**config.mk**
```make
export PLATFORM = sky130hd
export DESIGN_NAME = move_to_front_key_list_core
export DESIGN_NICKNAME = d
export VERILOG_FILES = /design/src/hw/rtl/mtfk_pkg.sv /design/src/hw/rtl/move_to_front_key_list_core.sv /design/src/hw/rtl/mtfk_cell.sv
export SDC_FILE = /design/constraint.sdc
export NUM_CORES = 1
export LEC_CHECK = 0
export BUFFER_PORTS_ARGS = -buffer_cell sky130_fd_sc_hd__buf_2
export CAP_MARGIN = 25
export CORE_ASPECT_RATIO = 2
export CORE_MARGIN = 5
export CORE_UTILIZATION = 53
export DETAILED_ROUTE_END_ITERATION = 16
export PLACE_DENSITY = 0.7
export SYNTH_ARGS = -nofsm -noshare
export SYNTH_HDL_FRONTEND = slang
export SYNTH_SLANG_ARGS = --single-unit
export TNS_END_PERCENT = 30
```
**constraint.sdc**
```tcl
create_clock -name clock -period 18.87 [get_ports clock]
set_input_delay 5.661 -clock clock [delete_from_list [all_inputs] [get_ports clock]]
set_output_delay 5.661 -clock clock [all_outputs]
set_load 0.01 [all_outputs]
```
**src/hw/rtl/mtfk_pkg.sv**
```systemverilog
// mtfk_pkg: types and codes shared by the move-to-front key list
// request and response words, key word and the control word broadcast to the cells
// no dependencies
`timescale 1ns / 1ps
`default_nettype none

package mtfk_pkg;

   // operation codes
   typedef enum logic [0:0] {
      OP_TOUCH = 1'b0,
      OP_QUERY = 1'b1
   } mtfk_op_type;

   // one input word
   typedef struct packed {
      mtfk_op_type        opcode;
      logic [31:0]        owner_id;
      logic [3:0]         param_kind;
      logic signed [31:0] param_number;
   } mtfk_req_type;

   // one result word
   typedef struct packed {
      logic       hit;
      logic [3:0] entry_count;
   } mtfk_rsp_type;

   // stored key
   typedef struct packed {
      logic [31:0]        owner;
      logic [3:0]         kind;
      logic signed [31:0] param;
   } mtfk_key_type;

   // broadcast from the top level to every cell
   typedef struct packed {
      logic         touch;
      mtfk_key_type key;
   } mtfk_ctrl_type;

endpackage

`default_nettype wire

```
**src/hw/rtl/move_to_front_key_list_core.sv**
```systemverilog
// move_to_front_key_list_core: top level of the move-to-front key list
// depends on mtfk_pkg and mtfk_cell
//
// Keeps up to CAPACITY keys (owner, kind, number) in most-recently-used order in a row of
// cells. For each word, all cells compare their key with the request at once, the hit flag
// ripples down the row and stops the shift below the matching cell, and the row shifts by
// one toward the back while cell 0 takes the new key. One word is accepted per cycle while
// req_stall is low; the result appears in an output register the cycle after acceptance,
// and req_stall rises only while that register holds a result the consumer has not taken.
// A touch with owner 0 and every query leave the list unchanged. entry_count carries the low
// four bits of the fill count. No clearing pass is needed after reset.
`timescale 1ns / 1ps
`default_nettype none

module move_to_front_key_list_core #(
   parameter int CAPACITY = 8
) (
   input  wire                    clock,
   input  wire                    reset,
   input  wire                    req_valid,
   output logic                   req_stall,
   input  wire mtfk_pkg::mtfk_req_type req_data,
   output logic                   rsp_valid,
   input  wire                    rsp_stall,
   output mtfk_pkg::mtfk_rsp_type rsp_data
);
   import mtfk_pkg::*;

   localparam int CNT_W = $clog2(CAPACITY + 1);

   mtfk_ctrl_type    ctrl;
   mtfk_key_type     cell_key [CAPACITY];
   logic [CAPACITY:0] seen;
   logic             req_accept;
   logic             owner_ok;
   logic             hit;
   logic [CNT_W-1:0] count_ff;
   logic [CNT_W-1:0] count_in;
   logic             rsp_valid_ff;
   logic             rsp_valid_in;
   mtfk_rsp_type     rsp_data_ff;
   mtfk_rsp_type     rsp_data_in;

   // handshake: output register frees when taken
   assign req_stall  = rsp_valid_ff && rsp_stall;
   assign req_accept = req_valid && !req_stall;

   // broadcast key and touch enable
   assign owner_ok       = (req_data.owner_id != 32'd0);
   assign ctrl.key.owner = req_data.owner_id;
   assign ctrl.key.kind  = req_data.param_kind;
   assign ctrl.key.param = req_data.param_number;
   assign ctrl.touch     = req_accept && owner_ok && (req_data.opcode == OP_TOUCH);

   // row of cells, front at index 0
   assign seen[0] = 1'b0;

   for (genvar i = 0; i < CAPACITY; i++) begin : g_cell
      mtfk_cell #(
         .INDEX (i),
         .CNT_W (CNT_W)
      ) u_cell (
         .clock    (clock),
         .ctrl     (ctrl),
         .prev_key ((i == 0) ? ctrl.key : cell_key[(i == 0) ? 0 : i - 1]),
         .count    (count_ff),
         .seen_in  (seen[i]),
         .key_out  (cell_key[i]),
         .seen_out (seen[i+1])
      );
   end

   assign hit = seen[CAPACITY] && owner_ok;

   // fill count grows on a touch that misses while there is room
   always_comb begin
      count_in = count_ff;
      if (ctrl.touch && !hit && (count_ff != CNT_W'(CAPACITY))) begin
         count_in = count_ff + CNT_W'(1);
      end
   end

   // output register
   always_comb begin
      rsp_valid_in = rsp_valid_ff && rsp_stall;
      rsp_data_in  = rsp_data_ff;
      if (req_accept) begin
         rsp_valid_in            = 1'b1;
         rsp_data_in.hit         = hit;
         rsp_data_in.entry_count = 4'(count_in);
      end
   end

   always_ff @(posedge clock) begin
      if (reset) begin
         count_ff     <= '0;
         rsp_valid_ff <= 1'b0;
      end else begin
         count_ff     <= count_in;
         rsp_valid_ff <= rsp_valid_in;
      end
   end

   always_ff @(posedge clock) begin
      rsp_data_ff <= rsp_data_in;
   end

   assign rsp_valid = rsp_valid_ff;
   assign rsp_data  = rsp_data_ff;

endmodule

`default_nettype wire

```
**src/hw/rtl/mtfk_cell.sv**
```systemverilog
// mtfk_cell: one slot of the key list, compares against the broadcast key
// and loads its neighbor's key when the list shifts; uses mtfk_pkg
`timescale 1ns / 1ps
`default_nettype none

module mtfk_cell #(
   parameter int INDEX = 0,
   parameter int CNT_W = 4
) (
   input  wire                   clock,
   input  wire mtfk_pkg::mtfk_ctrl_type ctrl,
   input  wire mtfk_pkg::mtfk_key_type  prev_key,
   input  wire [CNT_W-1:0]       count,
   input  wire                   seen_in,
   output mtfk_pkg::mtfk_key_type  key_out,
   output logic                  seen_out
);
   import mtfk_pkg::*;

   mtfk_key_type key_ff;
   mtfk_key_type key_in;
   logic         live;
   logic         match;
   logic         shift;

   // slot holds a valid entry only below the fill count
   assign live  = (CNT_W'(INDEX) < count);
   assign match = live && (key_ff == ctrl.key);

   // a match further forward stops the shift here
   assign seen_out = seen_in | match;
   assign shift    = ctrl.touch && !seen_in;

   // key register
   always_comb begin
      key_in = shift ? prev_key : key_ff;
   end

   always_ff @(posedge clock) begin
      key_ff <= key_in;
   end

   assign key_out = key_ff;

endmodule

`default_nettype wire

```
==> metrics.md, run 1 <==
| Metric | Value |
|---|---|
| Cell Area, Synth | 0.0236 mm² |
| Max-slew headroom | 27.0% |
| Cell count of the worst hold path | 0 |
| Layout Nets | 1631 |
| Status | completed |
| Final slew viol count | 0 |
| Placed cell count | 2061 |
| CP top delay family | buffers and inverters |
| TritonCTS clock tree | done |
| Setup violations, final | 0 |
| Max Fclk | 85.3 MHz |
| Cell variety after synth | 50 |
| Layout cells sized above 1 | 11.5% |
| Post-synth ARST share | 0% |
| Starting Density | 53.4% |
| Max-cap violations | 0 |
| CTS Hold Bufs | 0 |
| Hold_sp | g_cell[6].u_cell.key_out[35] |
| Area of the die | 0.0491 mm² |
| Seq/Total Area, Yosys | 70.2% |
| Dpl cell area | 0.0244 mm² |
| Leakage | 0.00847 µW |
| Cts bufs inserted | 48 |
| Design area | 0.0259 mm² |
| DRT Pass-1 Iters | 6 |
| Reg2reg end | g_cell[6].u_cell.key_out[49] |
| Crit-path max cell delay | 150 ps |
| H-tree depth reported by CTS | 2 |
| Routability cong. | 1.06 |
| Grt ovf | 0 |
| Most used cell, CP | buf_2 |
| Die Y-Extent | 309 µm |
| Clock Skew | 19.4 ps |
| Vias | 12734 |
| Final hold vios | 0 |
| Vias per cell | 5.94 |
| Synth Area per Inst | 15.9 µm² |
| Site row count | 109 |
| I/O pin count | 80 |
| Post-DRT Antenna Nets | 0 |
| DRC Markers | 0 |
| Antenna violations before repair | 1 |
| R2R cell count | 8 |
| Endpoint, Worst Hold | g_cell[7].u_cell.key_out[35] |
| Wire length per cell | 35.4 µm |
| Vias in the first global route | 13368 |
| Reg2reg setup slack | 14220 ps |
| RSZ-0062 raised after global routing | no |
| Synth warn | 0 |
| CP required | 13210 ps |
| CP bufs+invs | 2 |
| GRT Util Overall | 30.9% |
| First-pass GRT wire length | 103000 µm |
| Prevailing post-synth register cell | edfxtp_1 |
| Post-CTS sizing | 0 |
| Largest net degree at the start of global routing | 70 |
| Most frequent cells in the layout | edfxtp_1 (549), xnor2_1 (266), xor2_1 (206), nor4_1 (84), nand4_1 (82) |
| Startpoint Class | input pin |
| Arrival time worst endpoint | 6060 ps |
| Syn nets | 1556 |
| Iter 0 DRT Violations | 1070 |
| Root Buffer | clkbuf_16 |
| Minimum clock period | 11720 ps |
| Total stage count of the critical path | 3 |
| Commonest non-fill, non-tap cell in the layout | edfxtp_1 |
| Crit-path cells | buf_2, and2_1, buf_2 |
| VDD IR max | 0.0000885 V |
| Clock sink total | 554 |
| Critical setup path kind | in -> out |
| Non-Filler Instances | 2145 |
| Post-CTS repair timing setup buffer count | 0 |
| Hold Worst Slack | 450 ps |
| Worst-Margin Slew | 1090 ps |
| WL final | 76000 µm |
| Crit-path slowest cell | and2_1 |
| Worst-path maximum fanout | 3 |
| Worst setup path start | rsp_stall |
| Fillers | 3460 |
| PortBufs | 79 |
| Worst skew pair latency | 590 ps |
| Worst r2r src | rsp_valid |
| Hold Path Class | reg -> reg |
| Pwr Density | 103 mW/mm² |
| Sum of negative setup slack | 0 ps |
| Detailed placement HPWL | 60600 µm |
| Tcrit/Tclk final | 62.1% |
| ANT cells | 0 |
| Setup crit end kind | output pin |
| CTS clock-pin slew for the worst setup and hold paths | 70 ps |
| Post-synth EDFFs | 549 |
| Synth Register Bits | 554 |
| Die width | 159 µm |
| Core ar. | 0.0442 mm² |
| Synth-to-Final Area Change | 9.73% |
| Clock Path Buffers | 3 |
| Post-Syn Instances | 1481 |
-- kinds of logic (layout without fill, tap and decap cells) --
| logic type | Yosys count | in the layout | synth area share [%] |
|---|---|---|---|
| AND/OR/NAND/NOR | 233 | 233 | 6.01 |
| multiplexers | 5 | 5 | 0.297 |
| XOR/XNOR | 473 | 473 | 17.6 |
| buffers and inverters | 132 | 241 | 3.08 |
| AO/OA/AOI/OAI | 82 | 82 | 2.69 |
| adder cells (fa/ha/maj) | 2 | 2 | 0.106 |
| flip-flops | 554 | 554 | 70.2 |
-- worst max path at each step --
stage	to	slack (ps)
detailed placement	req_stall	7150
CTS	req_stall	7150
global route	req_stall	7130
finish	req_stall	7150
floorplan	g_cell[4].u_cell.key_out[0]	1670
global placement	req_stall	7160
-- synthesized netlist by cell type (5+ instances only) --
cell type / number / area share, %
nand2_1: 7 / 0.11
inv_1: 62 / 0.99
nand3_1: 6 / 0.13
nor2_1: 17 / 0.27
nor3_1: 10 / 0.21
nor4_1: 84 / 2.2
xnor2_1: 266 / 9.9
nand2b_1: 9 / 0.24
edfxtp_1: 549 / 70
buf_2: 18 / 0.38
buf_4: 46 / 1.5
nand4_1: 82 / 2.2
buf_6: 5 / 0.24
a221oi_1: 5 / 0.19
xor2_1: 206 / 7.6
o22ai_1: 24 / 0.64
o2bb2ai_1: 13 / 0.48
a22o_1: 11 / 0.41
dfxtp_1: 5 / 0.42
-- worst register-to-register path, stage by stage (launching register included) --
cell and delay (ps):
dfxtp_1 310, and2_1 180, nor2b_1 470, nor3b_2 290, buf_4 690, nand2_4 360, or3_2 590, nor2_4 760
buf_4 600
-- sequential cells by signal, summed over array words and instances (netlist names) --
name	cells
g_cell.u_cell.key_out	544
rsp_data	5
count_ff	4
rsp_valid	1
-- layout make-up --
cell class / count / area, µm² / share of cell area (%)
inverters: 62 / 233 / 0.898
well taps: 555 / 694 / 2.68
multi-input cells: 795 / 6340 / 24.5
flip-flops and latches: 554 / 16600 / 64.0
repair buffers: 95 / 509 / 1.97
clock buffers: 56 / 1250 / 4.83
clock inverters: 28 / 298 / 1.15
-- per-layer routing --
layer	share of wire (%)	track usage, %	vias up
li1	-	-	5634
met1	29	28.4	6372
met2	53	55.8	522
met3	4.5	4.04	206
met4	13	32.2	0
met5	0	0	-
-- power by group --
part           switching (µW)  total, µW  internal [µW]
registers                33.8       1440           1410
logic                     160        226           66.3
clock network             439        996            557
-- through the flow --
step / total power [µW] / util, % / setup slack (ps)
final: 2670 / 58.6 / 7150
after global routing: 2730 / 58.6 / 7130
after CTS: 2670 / 58.6 / 7150
after detailed placement: 1690 / 55.1 / 7150
after global placement: 1690 / 55.1 / 7160
after floorplan: 1590 / - / 1670
(Power assumes the default switching activity.)
==> run 2: changes to the inputs <==
==> constraint.sdc (replaced) <==
create_clock -name clock -period 10.95 [get_ports clock]
set_input_delay 3.285 -clock clock [delete_from_list [all_inputs] [get_ports clock]]
set_output_delay 3.285 -clock clock [all_outputs]
set_load 0.01 [all_outputs]
==> run 2 against run 1 <==
Hold slack better by 12 ps. Clock power is 78% higher. Non-clock buffer count is 2 lower. Critical path depth is 6 higher. Utilization is 0.14 points higher. First-iteration DRC count is 14% higher. Sequential power is 73% higher. Final cell count hardly changed. Flip-flop and latch count stayed put.
==> metrics.md, run 2 (synthesis results as in run 1) <==
| Metric | Value |
|---|---|
| Status | completed |
| Clock sink total | 554 |
| Clock share of power | 38.0% |
| Synth-to-Final Area Change | 9.99% |
| CP required | 11160 ps |
| Setup violations, final | 0 |
| Final core utilization | 58.8% |
| Vias per cell | 6.01 |
| Max layer used | met4 |
| Minimum clock period | 7110 ps |
| Sw Ratio | 24.2% |
| RSZ-0062 raised after global routing | no |
| Pwr Density | 179 mW/mm² |
| H-tree depth reported by CTS | 2 |
| Post-DRT Antenna Nets | 0 |
| Die width | 159 µm |
| First-pass GRT wire length | 107000 µm |
| Worst-Margin Slew | 1060 ps |
| Placed cell count | 2058 |
| CTS clock-pin slew for the worst setup and hold paths | 70 ps |
| Worst skew pair latency | 580 ps |
| Tcrit/Tclk final | 64.9% |
| Final hold vios | 0 |
| Setup crit end kind | flip-flop |
| Vias | 12911 |
| Routed met1 length | 24300 µm |
| Max Fclk | 141 MHz |
| Non-Filler Instances | 2147 |
| Clock Path Buffers | 3 |
| Wire length per cell | 37.6 µm |
| Startpoint Class | input pin |
| DRT Pass-1 Iters | 5 |
| Final slew viol count | 0 |
| Root Buffer | clkbuf_16 |
| Core ar. | 0.0442 mm² |
| Arrival time worst endpoint | 7320 ps |
| Post-CTS sizing | 0 |
| Area of the die | 0.0491 mm² |
| Layout Nets | 1630 |
| Hold_sp | g_cell[6].u_cell.key_out[40] |
| Starting Density | 53.4% |
| ANT cells | 0 |
| Critical setup path kind | in -> reg |
| Met3 wire length | 2960 µm |
| CTS Hold Bufs | 0 |
| Max reg flops | 544 |
| Iter 0 DRT Violations | 1218 |
| Worst setup path start | rsp_stall |
| GRT Util Overall | 32.6% |
| Post-CTS repair timing setup buffer count | 0 |
| PortBufs | 79 |
| Worst r2r src | rsp_valid |
| WL final | 80700 µm |
| DRC Markers | 0 |
| VDD IR max | 0.000180 V |
| Most frequent cells in the layout | edfxtp_1 (549), xnor2_1 (266), xor2_1 (206), nor4_1 (84), nand4_1 (82) |
| Commonest non-fill, non-tap cell in the layout | edfxtp_1 |
| Met2 WL post-DR | 43000 µm |
| Clock Skew | 19.6 ps |
| P_sw | 1130 µW |
| Grt ovf | 0 |
| Worst-path maximum fanout | 69 |
| Hold Path Class | reg -> reg |
| Comb pwr share | 8.5% |
| Sum of negative setup slack | 0 ps |
| Site row count | 109 |
| Max-cap violations | 0 |
| I/O pin count | 80 |
| Die Y-Extent | 309 µm |
| TritonCTS clock tree | done |
| Largest net degree at the start of global routing | 70 |
| Seq pwr share | 53.5% |
| Layout cells sized above 1 | 11.9% |
| Vias in the first global route | 13534 |
| Detailed placement HPWL | 63900 µm |
| Antenna violations before repair | 2 |
| Cts bufs inserted | 49 |
| Max-slew headroom | 29.1% |
| Internal power | 3530 µW |
| Routability cong. | 1.06 |
| Leakage | 0.00849 µW |
==> run 2: routing by layer <==
layer | GRT usage, % | vias up
met1 | 30.5 | 6460
met5 | 0 | -
met2 | 60.2 | 579
li1 | - | 5624
met4 | 31.6 | 0
met3 | 3.18 | 248
==> run 2: final cells by class <==
class,count,area (µm²)
Clock buffer,52,1240
Clock inverter,36,375
Fill cell,3457,18200
Inverter,62,233
Multi-Input combinational cell,795,6350
Sequential cell,554,16600
Tap cell,555,694
Timing Repair Buffer,93,495
==> run 2: final timing paths <==
check / to / slack [ps] / cells after the start
setup / recovery: g_cell[5].u_cell.key_out[32] / 3840 / 9
hold / removal: g_cell[7].u_cell.key_out[40] / 460 / 0
setup reg to reg: g_cell[5].u_cell.key_out[32] / 6310 / 8
hold reg to reg: g_cell[7].u_cell.key_out[40] / 460 / 0
==> run 2: worst max-delay path: stages <==
cell	delay [ps]
buf_2	100
and2_1	150
nor2b_1	770
nor3b_4	310
buf_4	680
nand2_4	330
or3_2	590
inv_2	350
buf_4	650
==> run 2: per-stage QoR <==
stage / hold WS, ps / instance area [µm²] / power (µW) / setup slack (ps)
2_1_floorplan: 426 / 23600 / 2740 / 104
3_3_place_gp: 439 / 24400 / 2930 / 3380
3_5_place_dp: 450 / 24400 / 2930 / 3340
4_1_cts: 464 / 26000 / 4660 / 3930
5_1_grt: 467 / 26000 / 4770 / 3730
6_report: 461 / 26000 / 4660 / 3840
==> run 2: power groups by stage <==
stage | clock network [µW] | registers (µW) | logic (µW)
floorplan | 0 | 2520 | 226
global placement | 0 | 2530 | 392
detailed placement | 0 | 2540 | 391
CTS | 1780 | 2490 | 392
global route | 1870 | 2500 | 405
finish | 1770 | 2490 | 398
